<file path="src/hw/rtl/yuv2rgb_pkg.sv">
// shared types, format codes and byte layout decoders for the yuv to rgb converter
package yuv2rgb_pkg;

  // format register codes
  localparam logic [2:0] FMT_YUV444 = 3'd0;
  localparam logic [2:0] FMT_UYVY   = 3'd1;
  localparam logic [2:0] FMT_YUYV   = 3'd2;
  localparam logic [2:0] FMT_YUV411 = 3'd3;
  localparam logic [2:0] FMT_MONO8  = 3'd4;

  // what a byte of a group carries
  typedef enum logic [1:0] {
    ROLE_U,
    ROLE_V,
    ROLE_Y
  } role_kind_t;

  typedef struct packed {
    role_kind_t kind;
    logic [1:0] luma_idx;
  } byte_role_t;

  // one completed group, snapshotted for the pixel emitter
  typedef struct packed {
    logic [3:0][7:0]   luma;
    logic signed [9:0] red_ofs;
    logic signed [9:0] green_ofs;
    logic signed [9:0] blue_ofs;
    logic [1:0]        last_idx;
    logic              eof;
  } group_t;

  // assembler status towards the top level
  typedef struct packed {
    logic complete;
    logic pos_zero;
  } asm_status_t;

  // bytes per group, zero for unused codes
  function automatic logic [2:0] group_len(input logic [2:0] fmt);
    logic [2:0] len;
    unique case (fmt)
      FMT_YUV444: len = 3'd3;
      FMT_UYVY:   len = 3'd4;
      FMT_YUYV:   len = 3'd4;
      FMT_YUV411: len = 3'd6;
      FMT_MONO8:  len = 3'd1;
      default:    len = 3'd0;
    endcase
    return len;
  endfunction

  // index of the last pixel of a group
  function automatic logic [1:0] last_index(input logic [2:0] fmt);
    logic [1:0] idx;
    unique case (fmt) inside
      FMT_UYVY, FMT_YUYV: idx = 2'd1;
      FMT_YUV411:         idx = 2'd3;
      default:            idx = 2'd0;
    endcase
    return idx;
  endfunction

  // role of the byte at a given group position
  function automatic byte_role_t byte_role(input logic [2:0] fmt, input logic [2:0] pos);
    byte_role_t r;
    r = '{kind: ROLE_Y, luma_idx: 2'd0};
    unique case (fmt)
      FMT_YUV444: begin
        unique case (pos)
          3'd0:    r.kind = ROLE_U;
          3'd2:    r.kind = ROLE_V;
          default: r.kind = ROLE_Y;
        endcase
      end
      FMT_UYVY: begin
        unique case (pos)
          3'd0:    r.kind = ROLE_U;
          3'd2:    r.kind = ROLE_V;
          3'd3:    r.luma_idx = 2'd1;
          default: r.kind = ROLE_Y;
        endcase
      end
      FMT_YUYV: begin
        unique case (pos)
          3'd1:    r.kind = ROLE_U;
          3'd2:    r.luma_idx = 2'd1;
          3'd3:    r.kind = ROLE_V;
          default: r.kind = ROLE_Y;
        endcase
      end
      FMT_YUV411: begin
        unique case (pos)
          3'd0:    r.kind = ROLE_U;
          3'd2:    r.luma_idx = 2'd1;
          3'd3:    r.kind = ROLE_V;
          3'd4:    r.luma_idx = 2'd2;
          3'd5:    r.luma_idx = 2'd3;
          default: r.kind = ROLE_Y;
        endcase
      end
      default: r.kind = ROLE_Y;
    endcase
    return r;
  endfunction

endpackage

</file>
<file path="src/hw/rtl/yuv2rgb_assembler.sv">
// byte assembler: group position, held samples and chroma offset products
module yuv2rgb_assembler (
  input  logic                 clk,
  input  logic                 rst_n,
  input  logic [2:0]           fmt,
  input  logic                 accept,
  input  logic [7:0]           source_byte,
  input  logic                 end_of_frame,
  output yuv2rgb_pkg::asm_status_t status,
  output yuv2rgb_pkg::group_t  group_rec
);

  logic [2:0]       pos_r, pos_nxt;
  logic [7:0]       u_r, v_r;
  logic [3:0][7:0]  luma_r;
  logic [7:0]       u_m, v_m;
  logic [3:0][7:0]  luma_m;
  logic [2:0]       glen;
  logic [2:0]       pos_eff;
  logic             fmt_ok;
  logic             is_mono;
  yuv2rgb_pkg::byte_role_t role;
  logic signed [8:0]  u_s, v_s;
  logic signed [20:0] prod_r, prod_g, prod_b;

  // position decode, an out-of-range position counts as the group start
  assign glen    = yuv2rgb_pkg::group_len(fmt);
  assign fmt_ok  = (glen != 3'd0);
  assign pos_eff = (pos_r >= glen) ? 3'd0 : pos_r;
  assign role    = yuv2rgb_pkg::byte_role(fmt, pos_eff);
  assign is_mono = (fmt == yuv2rgb_pkg::FMT_MONO8);

  assign status.complete = fmt_ok && (pos_eff == (glen - 3'd1));
  assign status.pos_zero = (pos_r == 3'd0);

  // held samples with the arriving byte merged in
  always_comb begin
    u_m    = u_r;
    v_m    = v_r;
    luma_m = luma_r;
    case (role.kind)
      yuv2rgb_pkg::ROLE_U: u_m = source_byte;
      yuv2rgb_pkg::ROLE_V: v_m = source_byte;
      default:             luma_m[role.luma_idx] = source_byte;
    endcase
  end

  // next group position
  always_comb begin
    pos_nxt = pos_r;
    if (accept) begin
      if (!fmt_ok || status.complete || end_of_frame) begin
        pos_nxt = 3'd0;
      end else begin
        pos_nxt = pos_eff + 3'd1;
      end
    end
  end

  always_ff @(posedge clk) begin
    if (!rst_n) begin
      pos_r <= 3'd0;
    end else begin
      pos_r <= pos_nxt;
    end
  end

  // sample stores, no reset
  always_ff @(posedge clk) begin
    if (accept && fmt_ok) begin
      u_r    <= u_m;
      v_r    <= v_m;
      luma_r <= luma_m;
    end
  end

  // chroma less 128, as 9-bit two's complement
  assign u_s = $signed({~u_m[7], ~u_m[7], u_m[6:0]});
  assign v_s = $signed({~v_m[7], ~v_m[7], v_m[6:0]});

  // 10-bit fixed point chroma products, floor shift by bit selection
  assign prod_r = 21'(v_s) * 21'sd1436;
  assign prod_g = 21'(u_s) * 21'sd352 + 21'(v_s) * 21'sd731;
  assign prod_b = 21'(u_s) * 21'sd1814;

  // group record handed on when the byte completes a group
  always_comb begin
    group_rec.luma      = luma_m;
    group_rec.red_ofs   = is_mono ? 10'sd0 : prod_r[19:10];
    group_rec.green_ofs = is_mono ? 10'sd0 : -prod_g[19:10];
    group_rec.blue_ofs  = is_mono ? 10'sd0 : prod_b[19:10];
    group_rec.last_idx  = yuv2rgb_pkg::last_index(fmt);
    group_rec.eof       = end_of_frame;
  end

endmodule

</file>
<file path="src/hw/rtl/yuv2rgb_emitter.sv">
// pixel emitter: one-group buffer, pixel counter, conversion and output register
module yuv2rgb_emitter (
  input  logic                clk,
  input  logic                rst_n,
  input  logic                grp_load,
  input  yuv2rgb_pkg::group_t group_rec,
  output logic                grp_free,
  output logic                out_valid,
  input  logic                out_stall,
  output logic [7:0]          out_red,
  output logic [7:0]          out_green,
  output logic [7:0]          out_blue,
  output logic                out_group_last,
  output logic                out_frame_last
);

  yuv2rgb_pkg::group_t grp_r;
  logic                grp_valid_r;
  logic [1:0]          k_r;
  logic                out_valid_r;
  logic [7:0]          red_r, green_r, blue_r;
  logic                group_last_r, frame_last_r;
  logic                out_adv, pix_load, grp_release, is_last;
  logic [7:0]          y;
  logic signed [10:0]  sum_r, sum_g, sum_b;

  // clamp a small signed sum to 0..255
  function automatic logic [7:0] clamp8(input logic signed [10:0] x);
    logic [7:0] c;
    if (x < 11'sd0) begin
      c = 8'd0;
    end else if (x > 11'sd255) begin
      c = 8'd255;
    end else begin
      c = x[7:0];
    end
    return c;
  endfunction

  // handshake on the output register
  assign out_adv     = !out_valid_r || !out_stall;
  assign pix_load    = grp_valid_r && out_adv;
  assign is_last     = (k_r == grp_r.last_idx);
  assign grp_release = pix_load && is_last;
  assign grp_free    = !grp_valid_r || grp_release;

  // group buffer and pixel counter
  always_ff @(posedge clk) begin
    if (!rst_n) begin
      grp_valid_r <= 1'b0;
      k_r         <= 2'd0;
    end else if (grp_load) begin
      grp_valid_r <= 1'b1;
      k_r         <= 2'd0;
    end else if (grp_release) begin
      grp_valid_r <= 1'b0;
    end else if (pix_load) begin
      k_r <= k_r + 2'd1;
    end
  end

  always_ff @(posedge clk) begin
    if (grp_load) begin
      grp_r <= group_rec;
    end
  end

  // luma plus precomputed chroma offset
  assign y     = grp_r.luma[k_r];
  assign sum_r = $signed({3'b000, y}) + $signed({grp_r.red_ofs[9], grp_r.red_ofs});
  assign sum_g = $signed({3'b000, y}) + $signed({grp_r.green_ofs[9], grp_r.green_ofs});
  assign sum_b = $signed({3'b000, y}) + $signed({grp_r.blue_ofs[9], grp_r.blue_ofs});

  // output register
  always_ff @(posedge clk) begin
    if (!rst_n) begin
      out_valid_r <= 1'b0;
    end else if (out_adv) begin
      out_valid_r <= grp_valid_r;
    end
  end

  always_ff @(posedge clk) begin
    if (pix_load) begin
      red_r        <= clamp8(sum_r);
      green_r      <= clamp8(sum_g);
      blue_r       <= clamp8(sum_b);
      group_last_r <= is_last;
      frame_last_r <= is_last && grp_r.eof;
    end
  end

  assign out_valid      = out_valid_r;
  assign out_red        = red_r;
  assign out_green      = green_r;
  assign out_blue       = blue_r;
  assign out_group_last = group_last_r;
  assign out_frame_last = frame_last_r;

endmodule

</file>
<file path="src/hw/rtl/yuv_to_rgb_pixel_converter.sv">
// top level of the streaming yuv to rgb pixel converter
// Takes camera bytes and emits RGB pixels. Bytes are gathered into groups by the
// format register; the byte that completes a group moves the whole group, with
// its chroma products already worked out, into a one-group buffer in the same
// cycle, and the emitter sends its pixels (one, two or four) one per cycle while
// not stalled, through a registered output. A byte that would complete a group
// waits only while the buffer still holds pixels of the previous group; every
// other byte is taken at once, so without output stalls the sustained rate is
// one byte per cycle for every format. The first pixel of a group passes the
// group buffer and then the output register. The format register is written with
// cfg_wr_en and should only change while no transaction is in flight.
module yuv_to_rgb_pixel_converter (
  input  logic       clk,
  input  logic       rst_n,
  input  logic       cfg_wr_en,
  input  logic [2:0] cfg_wr_data,
  input  logic       in_valid,
  output logic       in_stall,
  input  logic [7:0] in_source_byte,
  input  logic       in_end_of_frame,
  output logic       out_valid,
  input  logic       out_stall,
  output logic [7:0] out_red,
  output logic [7:0] out_green,
  output logic [7:0] out_blue,
  output logic       out_group_last,
  output logic       out_frame_last
);

  logic [2:0]                fmt_r;
  logic                      in_accept;
  logic                      grp_load;
  logic                      grp_free;
  yuv2rgb_pkg::asm_status_t  asm_status;
  yuv2rgb_pkg::group_t       group_rec;

  // format register
  always_ff @(posedge clk) begin
    if (!rst_n) begin
      fmt_r <= yuv2rgb_pkg::FMT_YUV444;
    end else if (cfg_wr_en) begin
      fmt_r <= cfg_wr_data;
    end
  end

  // a completing byte waits for the group buffer
  assign in_stall  = asm_status.complete && !grp_free;
  assign in_accept = in_valid && !in_stall;
  assign grp_load  = in_accept && asm_status.complete;

  yuv2rgb_assembler u_assembler (
    .clk          (clk),
    .rst_n        (rst_n),
    .fmt          (fmt_r),
    .accept       (in_accept),
    .source_byte  (in_source_byte),
    .end_of_frame (in_end_of_frame),
    .status       (asm_status),
    .group_rec    (group_rec)
  );

  yuv2rgb_emitter u_emitter (
    .clk            (clk),
    .rst_n          (rst_n),
    .grp_load       (grp_load),
    .group_rec      (group_rec),
    .grp_free       (grp_free),
    .out_valid      (out_valid),
    .out_stall      (out_stall),
    .out_red        (out_red),
    .out_green      (out_green),
    .out_blue       (out_blue),
    .out_group_last (out_group_last),
    .out_frame_last (out_frame_last)
  );

  // end of frame always realigns grouping
  a_eof_realign: assert property (@(posedge clk) disable iff (!rst_n)
    in_accept && in_end_of_frame |=> asm_status.pos_zero)
    else $error("group position not cleared after end of frame");

  // a loaded group puts a pixel on the output through the output register
  a_group_emits: assert property (@(posedge clk) disable iff (!rst_n)
    grp_load |-> ##2 out_valid)
    else $error("loaded group not presented on the output");

  // frame end only on the last pixel of a group
  a_frame_last: assert property (@(posedge clk) disable iff (!rst_n)
    out_valid && out_frame_last |-> out_group_last)
    else $error("frame_last without group_last");

endmodule

</file>
<file path="config.mk">
export PLATFORM = sky130hd
export DESIGN_NAME = yuv_to_rgb_pixel_converter
export DESIGN_NICKNAME = d
export VERILOG_FILES = /design/src/hw/rtl/yuv2rgb_pkg.sv /design/src/hw/rtl/yuv2rgb_assembler.sv /design/src/hw/rtl/yuv2rgb_emitter.sv /design/src/hw/rtl/yuv_to_rgb_pixel_converter.sv
export SDC_FILE = /design/constraint.sdc
export NUM_CORES = 1
export LEC_CHECK = 0
export BUFFER_PORTS_ARGS = -buffer_cell sky130_fd_sc_hd__buf_2
export CAP_MARGIN = 20
export CORE_ASPECT_RATIO = 1.75
export CORE_MARGIN = 4
export CORE_UTILIZATION = 64
export DETAILED_ROUTE_END_ITERATION = 12
export PLACE_DENSITY = 0.89
export SYNTH_ARGS = -nofsm -noshare
export SYNTH_HDL_FRONTEND = slang
export SYNTH_SLANG_ARGS = --single-unit
</file>
<file path="constraint.sdc">
create_clock -name clk -period 12.1 [get_ports clk]
set_input_delay 2.42 -clock clk [delete_from_list [all_inputs] [get_ports clk]]
set_output_delay 2.42 -clock clk [all_outputs]
set_load 0.02 [all_outputs]
</file>
# After elaboration in Yosys (flattened, before gate mapping)
# Cells that the tools add are included.
dict set report word_totals {
  ff_bits 149
  input_bits 17
  output_inout_bits 28
  word_cells 117
}
dict set report classes {
  add_sub_neg 8
  multipliers 4
  n_lt_le_gt_ge 10
  n_eq_ne 12
  mux 25
  bitwise 4
  n_reduce_logical 29
}
# op n
set ops {}
lappend ops {{$mux 8} 7}
lappend ops {{$mul 8x11->19 const B} 2}
lappend ops {{$add 9x10->11} 3}
lappend ops {{$gt 11x9->1 const B} 3}
lappend ops {{$lt 11x1->1 const B} 3}
lappend ops {{$bwmux 32} 1}
lappend ops {{$mux 32} 1}
lappend ops {{$add 20x20->20} 1}
lappend ops {{$mul 8x10->18 const B} 1}
lappend ops {{$pmux 2 s3} 3}
lappend ops {{$bmux 8 s2} 1}
lappend ops {{$demux 8 s2} 1}
lappend ops {{$pmux 2 s2} 4}
lappend ops {{$mul 8x5->13 const B} 1}
lappend ops {{$eq 3x2->1 const B} 4}
lappend ops {{$pmux 3 s4} 1}
lappend ops {{$neg 10->10} 1}
lappend ops {{$eq 3x3->1 const B} 3}
lappend ops {{$logic_and 1x1->1} 9}
lappend ops {{$reduce_or 2->1} 4}
lappend ops {{$eq 3x1->1 const B} 2}
lappend ops {{$logic_not 1->1} 6}
lappend ops {{$logic_not 3->1} 2}
lappend ops {{$lt 2x3->1 const B} 2}
lappend ops {{other kinds (16)} 26}

# Longest topological paths before layout
# Gate-level depths: netlist (run 1).
dict set report logic_depth {
  ltp_word 14
  mapped_depth 46
}

# Modules after synthesis
# A second synthesis (run 1) with hierarchy kept.
dict set report unflattened {
  hier_cells 1167
  area_unflattened_um2 12874.8
}
# module n_inst cells_each area_each_um2 seq_area_each_um2
set modules_own_cells {}
lappend modules_own_cells {yuv2rgb_assembler 1 803 8013.9 1501.4}
lappend modules_own_cells {yuv2rgb_emitter 1 352 4733.3 2812.7}
lappend modules_own_cells {yuv_to_rgb_pixel_converter 1 12 127.6 60.1}

# Least setup slack after synthesis (run 1)
# OpenSTA, ideal clock, no wires.
dict set report synth_path {
  path_type {flip-flop to flip-flop}
  startpoint {reg fmt_r[1]}
  endpoint {reg u_emitter.grp_r[21] in the netlist's numbering, data pin}
  setup_time_ps 266
  arrival_time_ps 9146
  required_ps 11834
  setup_slack_ps 2688
  stages_incl_launch_ff 43
  n_path_buf 4
  synth_period_minus_slack_ps 9412
  cell_sequence {dfxtp_1 > buf_2 > or2_2 > clkbuf_1 > inv_1 > o21ai_0 > ha_1 > nand2_2 > o21a_1 > nand2_1 > inv_1 > ha_1 > ha_1 > and2_1 > a32oi_4 > buf_6 > mux2i_1 > inv_1 > (+7 left out) > ha_1 > o21ai_0 > a21boi_0 > o21ai_0 > a21boi_0 > o21ai_0 > a21boi_0 > nor2_1 > ha_1 > clkbuf_1 > a21oi_1 > o21ai_0 > a21o_1 > or4_1 > a311oi_1 > o31ai_1 > xnor2_1 > nor2_1}
}
dict set report synth_via {
  elab_chain_len 14
  word_cells_on_any_way 28
  classes_between {2 x add/sub; 2 x mul; 1 x order compare; 8 x eq/ne; 8 x mux; 2 x bitwise; 5 x reduce/logical}
}
# element line_no
set synth_lines {}
lappend synth_lines {{start: declaration} yuv_to_rgb_pixel_converter.sv:30} ;# logic [2:0] fmt_r;
lappend synth_lines {{start signal: assignment} yuv_to_rgb_pixel_converter.sv:40} ;# fmt_r <= yuv2rgb_pkg::FMT_YUV444;
lappend synth_lines {{start signal: assignment} yuv_to_rgb_pixel_converter.sv:42} ;# fmt_r <= cfg_wr_data;
lappend synth_lines {{$eq 3x2->1 or $eq 3x1->1 (tied branches)} {yuv2rgb_pkg.sv:42, yuv2rgb_pkg.sv:68}}
lappend synth_lines {{$reduce_or 2->1 (no line)} --}
lappend synth_lines {{$pmux 3 s4} yuv2rgb_pkg.sv:42} ;# unique case (fmt)
lappend synth_lines {{$ge 3x3->1} yuv2rgb_assembler.sv:29} ;# assign pos_eff = (pos_r >= glen) ? 3'd0 : pos_r;
lappend synth_lines {{$mux 3} yuv2rgb_assembler.sv:29}
lappend synth_lines {{$eq 3x2->1 (tied with other cells)} {yuv2rgb_pkg.sv:85, yuv2rgb_pkg.sv:93}}
lappend synth_lines {{$pmux 2 s2, on equally long branches} --}
lappend synth_lines {{$pmux 2 s3 (*)} yuv2rgb_pkg.sv:68} ;# unique case (fmt)
lappend synth_lines {{$eq 2x1->1 (*)} yuv2rgb_assembler.sv:41} ;# case (role.kind)
lappend synth_lines {{$mux 8 (*)} yuv2rgb_assembler.sv:41}
lappend synth_lines {{via u_assembler.v_m[7]} yuv2rgb_assembler.sv:16} ;# logic [7:0] u_m, v_m;
lappend synth_lines {{$not 1->1 (*)} yuv2rgb_assembler.sv:79} ;# assign v_s = $signed({~v_m[7], ~v_m[7], v_m[6:0]});
lappend synth_lines {{$mul 8x11->19 (*)} yuv2rgb_assembler.sv:83} ;# assign prod_g = 21'(u_s) * 21'sd352 + 21'(v_s) * 21'sd731;
lappend synth_lines {{$add 20x20->20 (*)} yuv2rgb_assembler.sv:83}
lappend synth_lines {{$neg 10->10 (*)} yuv2rgb_assembler.sv:90} ;# group_rec.green_ofs = is_mono ? 10'sd0 : -prod_g[19:10];
lappend synth_lines {{end signal: assignment} yuv2rgb_emitter.sv:64} ;# grp_r <= group_rec;
lappend synth_lines {{end: declaration} yuv2rgb_emitter.sv:17} ;# yuv2rgb_pkg::group_t grp_r;
# Mark *: on every way through the listed nets, which the timed path passes. The rest lies on a longest branch.
# A chain may end at the register's enable or synchronous reset.

# Worst setup path in the final report (run 1)
dict set report layout_path {
  startpoint {reg fmt_r[1]}
  endpoint {reg u_emitter.grp_r[22] in the netlist's numbering, data pin}
}
# Same word-level chain as after synthesis.

==> results of run 1 <==
==> sequential cells by signal (all words and copies together) (netlist names) <==
register and flops:
u_assembler.v_r 8, u_assembler.u_r 8, u_emitter.out_frame_last 1, u_emitter.out_blue 8, u_emitter.out_group_last 1, u_emitter.k_r 2
u_assembler.pos_r 3, fmt_r 3, u_emitter.out_red 8, u_emitter.out_valid 1, u_emitter.out_green 8, u_emitter.grp_r 65
u_assembler.luma_r 32, u_emitter.grp_valid_r 1
==> cell type report <==
type                       instances  area (um2)  share of cell area, %
timing repair buffer              49         258                   1.90
inverter                         175         657                   4.83
multi-input combinational        803        7440                   54.7
clock buffer                      19         443                   3.26
clock inverter                    13         125                  0.920
sequential                       149        4370                   32.2
tap                              241         302                   2.22
==> metal layers <==
layer / GRT usage (%) / up-vias / wire length (um)
met3: 3.81 / 98 / 1060
met5: 0 / - / 0
met1: 27.7 / 4207 / 9960
met4: 16.5 / 0 / 1790
met2: 49.5 / 262 / 14700
li1: - / 4125 / -
==> cells by family (layout without fill, tap and decap cells) <==
kind of cell               Yosys count  in the layout  synth area share, %
muxes                               61             61                 6.09
xor gates and xnor gates            72             72                 5.04
and+or+nand+nor                    222            222                 9.05
adders and majority gates          244            244                 27.9
buffers and inverters              186            256                 5.69
AOI/OAI and AO/OA                  204            204                 11.3
DFF                                149            149                 35.0
==> path summary, 6_finish.rpt <==
| kind | from | end | slack (ns) | cells after the start |
|---|---|---|---|---|
| setup reg to reg | fmt_r[1] | u_emitter.grp_r[22] | 1.52 | 39 |
| setup / recovery | fmt_r[1] | u_emitter.grp_r[22] | 1.52 | 39 |
| hold reg to reg | u_emitter.grp_valid_r | u_emitter.grp_valid_r | 0.50 | 2 |
| hold / removal | u_emitter.grp_valid_r | u_emitter.grp_valid_r | 0.50 | 2 |
==> synthesized netlist by cell type, types with 19 or more instances <==
master	count	area share, %
edfxtp_1	139	33
nor2_1	71	2.1
xor2_1	24	1.7
nand2_1	44	1.3
xnor2_1	48	3.4
inv_1	175	5.3
ha_1	186	19
nor2b_1	19	0.95
mux2_2	38	3.4
fa_1	58	9.3
o21ai_0	28	1.1
a21o_1	40	2.4
a21oi_1	48	1.9
==> placed cells by master (no fill, tap or decap), drive strengths merged, types with 19 or more instances in the layout <==
cell type,netlist,routed
ha,186,186
inv,175,178
edfxtp,139,139
nor2,71,71
fa,58,58
a21oi,50,50
buf,5,49
xnor2,48,48
nand2,45,45
a21o,40,40
mux2,38,38
o21ai,34,34
xor2,24,24
nor2b,20,20
clkbuf,6,19
==> worst max-delay path, delay by kind of cell (launching register included) <==
family,cells,cell delay [ns]
AO/OA/AOI/OAI,17,3.93
adder cells (fa/ha/maj),9,3.34
buffers and inverters,7,0.98
flip-flops,1,0.49
multiplexers,1,0.64
AND/OR/NAND/NOR,5,0.95
==> metrics by stage <==
stage / std cells / area [um2]
after global routing: 1449 / 13600
after detailed placement: 1417 / 13000
after CTS: 1449 / 13600
after floorplan: 1138 / 12500
final: 1449 / 13600
after global placement: 1417 / 13000
==> impl_metrics.json, run 1 <==
{
  "outcome": "completed",
  "grt_pass1_vias": 9239,
  "rsz0062_at_grt": "false",
  "drc": 0,
  "crit_path_end_kind": "flop",
  "hold_violations": 0,
  "overflow": 0,
  "antenna_found_initial": 0,
  "yosysSeqAreaShare_pct": 35.0,
  "clockBufferDepth": 2,
  "fin_tns_setup_ns": 0,
  "tightestPinTransition_ns": 0.869,
  "setup.worst_path.class": "flop to flop",
  "slowest_delay_ns": 0.64,
  "max_freq_ghz": 0.0945,
  "avgSynthCellArea_um2": 11.0,
  "cts_setup_buffers": 0,
  "synth_edf_count": 139,
  "start_util_pct": 65.2,
  "vias_per_cell": 6.00,
  "io_pins": 45,
  "crit_fanout": 15,
  "first_iter_violations": 488,
  "row_count": 67,
  "antenna_cells": 0,
  "core-area_um2": 19200,
  "skew_ns": 0.00850,
  "ant_nets": 0,
  "yosys_warnings": 0,
  "drt_wl_total_um": 27500,
  "dpl_worst_slack_ns": 1.76,
  "hold_path_class": "flop to flop",
  "cp-start-kind": "flop",
  "grt_max_degree": 66,
  "max-cap-violations": 0,
  "ys_types": 73,
  "critPathSlowestCell": "mux2i_1",
  "cts-resized-gates": 0,
  "drive_gt1_share_pct": 12.9,
  "syn_inst": 1138,
  "ys_async_sr_fraction_pct": 0,
  "ys_ff_latch": 149,
  "clkSinkCount": 149,
  "dr.pass1.iters": 7,
  "fin_crit_sh_pct": 87.4,
  "synth_flop_cell": "edfxtp_1",
  "htree_levels": 4,
  "syn-num-nets": 1399,
  "hpwl_um": 21400,
  "worst_ep_arrival_time_ns": 10.76,
  "die_y_um": 193,
  "nets": 1456,
  "cts_buffers": 17,
  "port_buffers": 44,
  "fin_crit_ns": 10.58,
  "clk_pin_slew_ns": 0.06,
  "die-area_um2": 21900,
  "syn_to_final_growth_pct": 8.71,
  "setup-violations-final": 0,
  "slew_headroom_pct": 40.9,
  "hold_buffers": 0,
  "wire_per_inst_um": 19.0,
  "fillCellCount": 1301,
  "clk_latency_ns": 0.43,
  "cts_root_buffer": "clkbuf_16",
  "utilization_pct": 70.8,
  "slew_viol_final": 0,
  "synth.cell_area_um2": 12500,
  "fp.dieW_um": 114,
  "globalplace.congestion": 0.900,
  "num_vias": 8692,
  "grt_use_total_pct": 26.6,
  "cts_tree": "done",
  "crit_required_ns": 12.28,
  "whs_ns": 0.497,
  "grt_pass1_wl_um": 45100,
  "fin_ws_ns": 1.52
}
Power of run 1 is not shown: default switching activity piles up to over one toggle a cycle in this logic, so the estimate is an artifact.
==> inputs of run 2 (changes only) <==
--- a/config.mk
+++ b/config.mk
@@ -9,9 +9,11 @@
 export CAP_MARGIN = 20
 export CORE_ASPECT_RATIO = 1.75
 export CORE_MARGIN = 4
-export CORE_UTILIZATION = 64
+export CORE_UTILIZATION = 58
 export DETAILED_ROUTE_END_ITERATION = 12
-export PLACE_DENSITY = 0.89
+export GPL_TIMING_DRIVEN = 0
+export PLACE_DENSITY = 0.85
+export SETUP_SLACK_MARGIN = 0.1
 export SYNTH_ARGS = -nofsm -noshare
 export SYNTH_HDL_FRONTEND = slang
 export SYNTH_SLANG_ARGS = --single-unit
==> constraint.sdc (replaced) <==
create_clock -name clk -period 8.74 [get_ports clk]
set_input_delay 1.748 -clock clk [delete_from_list [all_inputs] [get_ports clk]]
set_output_delay 1.748 -clock clk [all_outputs]
set_load 0.02 [all_outputs]
==> impl_metrics.json, run 2 (synthesis gave the netlist of run 1 again) <==
{
  "outcome": "complete, but fails checks",
  "violations": "setup timing",
  "slowest_delay_ns": 0.58,
  "drive_gt1_share_pct": 25.7,
  "vias_per_cell": 6.11,
  "port_buffers": 44,
  "antenna_cells": 0,
  "dr.pass1.iters": 7,
  "clockBufferDepth": 2,
  "overflow": 0,
  "ant_nets": 0,
  "cts_tree": "done",
  "r2r_start": "fmt_r[1]",
  "cp-start-kind": "flop",
  "rrSetupSlack_ns": -0.04,
  "clk_latency_ns": 0.43,
  "final_cell_mix": "ha_1, inv_1, edfxtp_1",
  "globalplace.congestion": 0.875,
  "slew_headroom_pct": 33.5,
  "drc": 0,
  "hold_path_class": "flop to flop",
  "hpwl_um": 21200,
  "io_pins": 45,
  "fin_ws_ns": -0.0413,
  "cts_root_buffer": "clkbuf_16",
  "drt_wl_total_um": 34200,
  "crit_fanout": 8,
  "grt_pass1_vias": 9829,
  "antenna_found_initial": 0,
  "setup.worst_path.class": "flop to flop",
  "mostFrequentLayoutCell": "ha_1",
  "skew_ns": 0.0127,
  "die_y_um": 202,
  "tightestPinTransition_ns": 0.978,
  "start_util_pct": 59.3,
  "max_freq_ghz": 0.114,
  "row_count": 70,
  "clk_pin_slew_ns": 0.06,
  "hold_end": "u_emitter.grp_valid_r",
  "reg2reg_depth": 38,
  "max-cap-violations": 0,
  "hp-start": "u_emitter.grp_valid_r",
  "htree_levels": 4,
  "nets": 1544,
  "rsz0062_at_grt": "true",
  "hold_path_depth": 2,
  "regMostFlops": "u_emitter.grp_r",
  "worst_ep_arrival_time_ns": 8.93,
  "crit_required_ns": 8.89,
  "reg2reg_to": "u_emitter.grp_r[21]",
  "first_iter_violations": 778,
  "fin_crit_sh_pct": 100,
  "fin_crit_ns": 8.78,
  "slew_viol_final": 0,
  "syn_to_final_growth_pct": 20.6,
  "wire_per_inst_um": 21.6,
  "core-area_um2": 21100,
  "num_vias": 9673,
  "die-area_um2": 24100,
  "grt_use_total_pct": 25.9,
  "fp.dieW_um": 119,
  "crit_path_end_kind": "flop",
  "critPathSlowestCell": "a2111oi_0",
  "clkSinkCount": 149,
  "setup-violations-final": 1,
  "reg_top3": "u_emitter.grp_r (65), u_assembler.luma_r (32)",
  "grt_max_degree": 37,
  "largest_reg_flops": 65,
  "grt_pass1_wl_um": 49000,
  "cts_buffers": 17,
  "hold_violations": 0,
  "utilization_pct": 71.5
}
==> run 2: cell count changes in the layout (fill, tap and decap cells not counted), moves of 6 or more <==
cell and delta:
a21oi_1 -6, ha_1 -20, o21ai_2 +6, inv_2 +7, inv_1 -18, buf_4 +70
buf_12 +6, o21ai_0 -8, ha_4 +16, mux2i_1 -6, nand2_1 -6, inv_4 +10
==> run 2: repair_timing <==
| item | 4_1_cts | 5_1_grt |
|---|---|---|
| endpoints found under the hold margin | 0 | 0 |
| gates cloned | 1 | 0 |
| resized for setup | 94 | 47 |
| buffers inserted | 47 | 33 |
| hold buffers | 0 | 0 |
| endpoints found under the setup margin | 9 | 7 |
| pin swaps | 46 | 47 |
==> run 2: final cells by class <==
| type | count | area (um2) |
|---|---|---|
| Buffer | 9 | 72.6 |
| Timing Repair Buffer | 128 | 965 |
| Tap cell | 288 | 360 |
| Sequential cell | 149 | 4380 |
| Fill cell | 1270 | 6030 |
| Inverter | 175 | 687 |
| Multi-Input combinational cell | 803 | 8060 |
| Clock buffer | 19 | 433 |
| Clock inverter | 13 | 133 |
==> run 2: worst max-delay path by stage <==
stage,startpoint,endpoint,slack [ns],depth (start not counted)
6_report,fmt_r[1],u_emitter.grp_r[21],-0.04,38
5_1_grt,fmt_r[1],u_emitter.grp_r[21],-0.23,38
4_1_cts,fmt_r[1],u_emitter.grp_r[18],0.11,42
3_5_place_dp,fmt_r[1],u_emitter.grp_r[21],-1.01,44
3_3_place_gp,fmt_r[1],u_emitter.grp_r[21],-0.81,44
2_1_floorplan,fmt_r[1],u_emitter.grp_r[21],0.11,45
==> run 2: routing by layer <==
layer | routed length, um | vias to the layer above | track usage (%)
li1 | - | 4305 | -
met1 | 11300 | 4694 | 25.6
met2 | 18100 | 479 | 48.8
met3 | 1570 | 195 | 3.02
met4 | 3190 | 0 | 18.4
met5 | 0 | - | 0
==> run 2: critical path: cells and delay by family, from the launching register on <==
family          cells  cell delay, ns
flops               1            0.32
buf+inv            12            1.25
fa+ha+maj           8            3.11
mux                 1            0.37
simple gates        5            0.84
compound gates      9            2.08
xor+xnor            3            0.47
==> run 2: metrics by stage <==
step                      setup TNS, ns  hold slack (ns)  area (um2)  setup slack [ns]  std cells
after floorplan                       0            0.458       12600             0.106       1138
after global placement            -4.24            0.472       13200            -0.811       1470
after detailed placement          -5.81            0.489       13200             -1.01       1472
after CTS                             0            0.498       14600             0.105       1552
after global routing             -0.600            0.516       15100            -0.232       1584
final                           -0.0413            0.504       15100           -0.0413       1584
Power of run 2 is left out for the same reason.
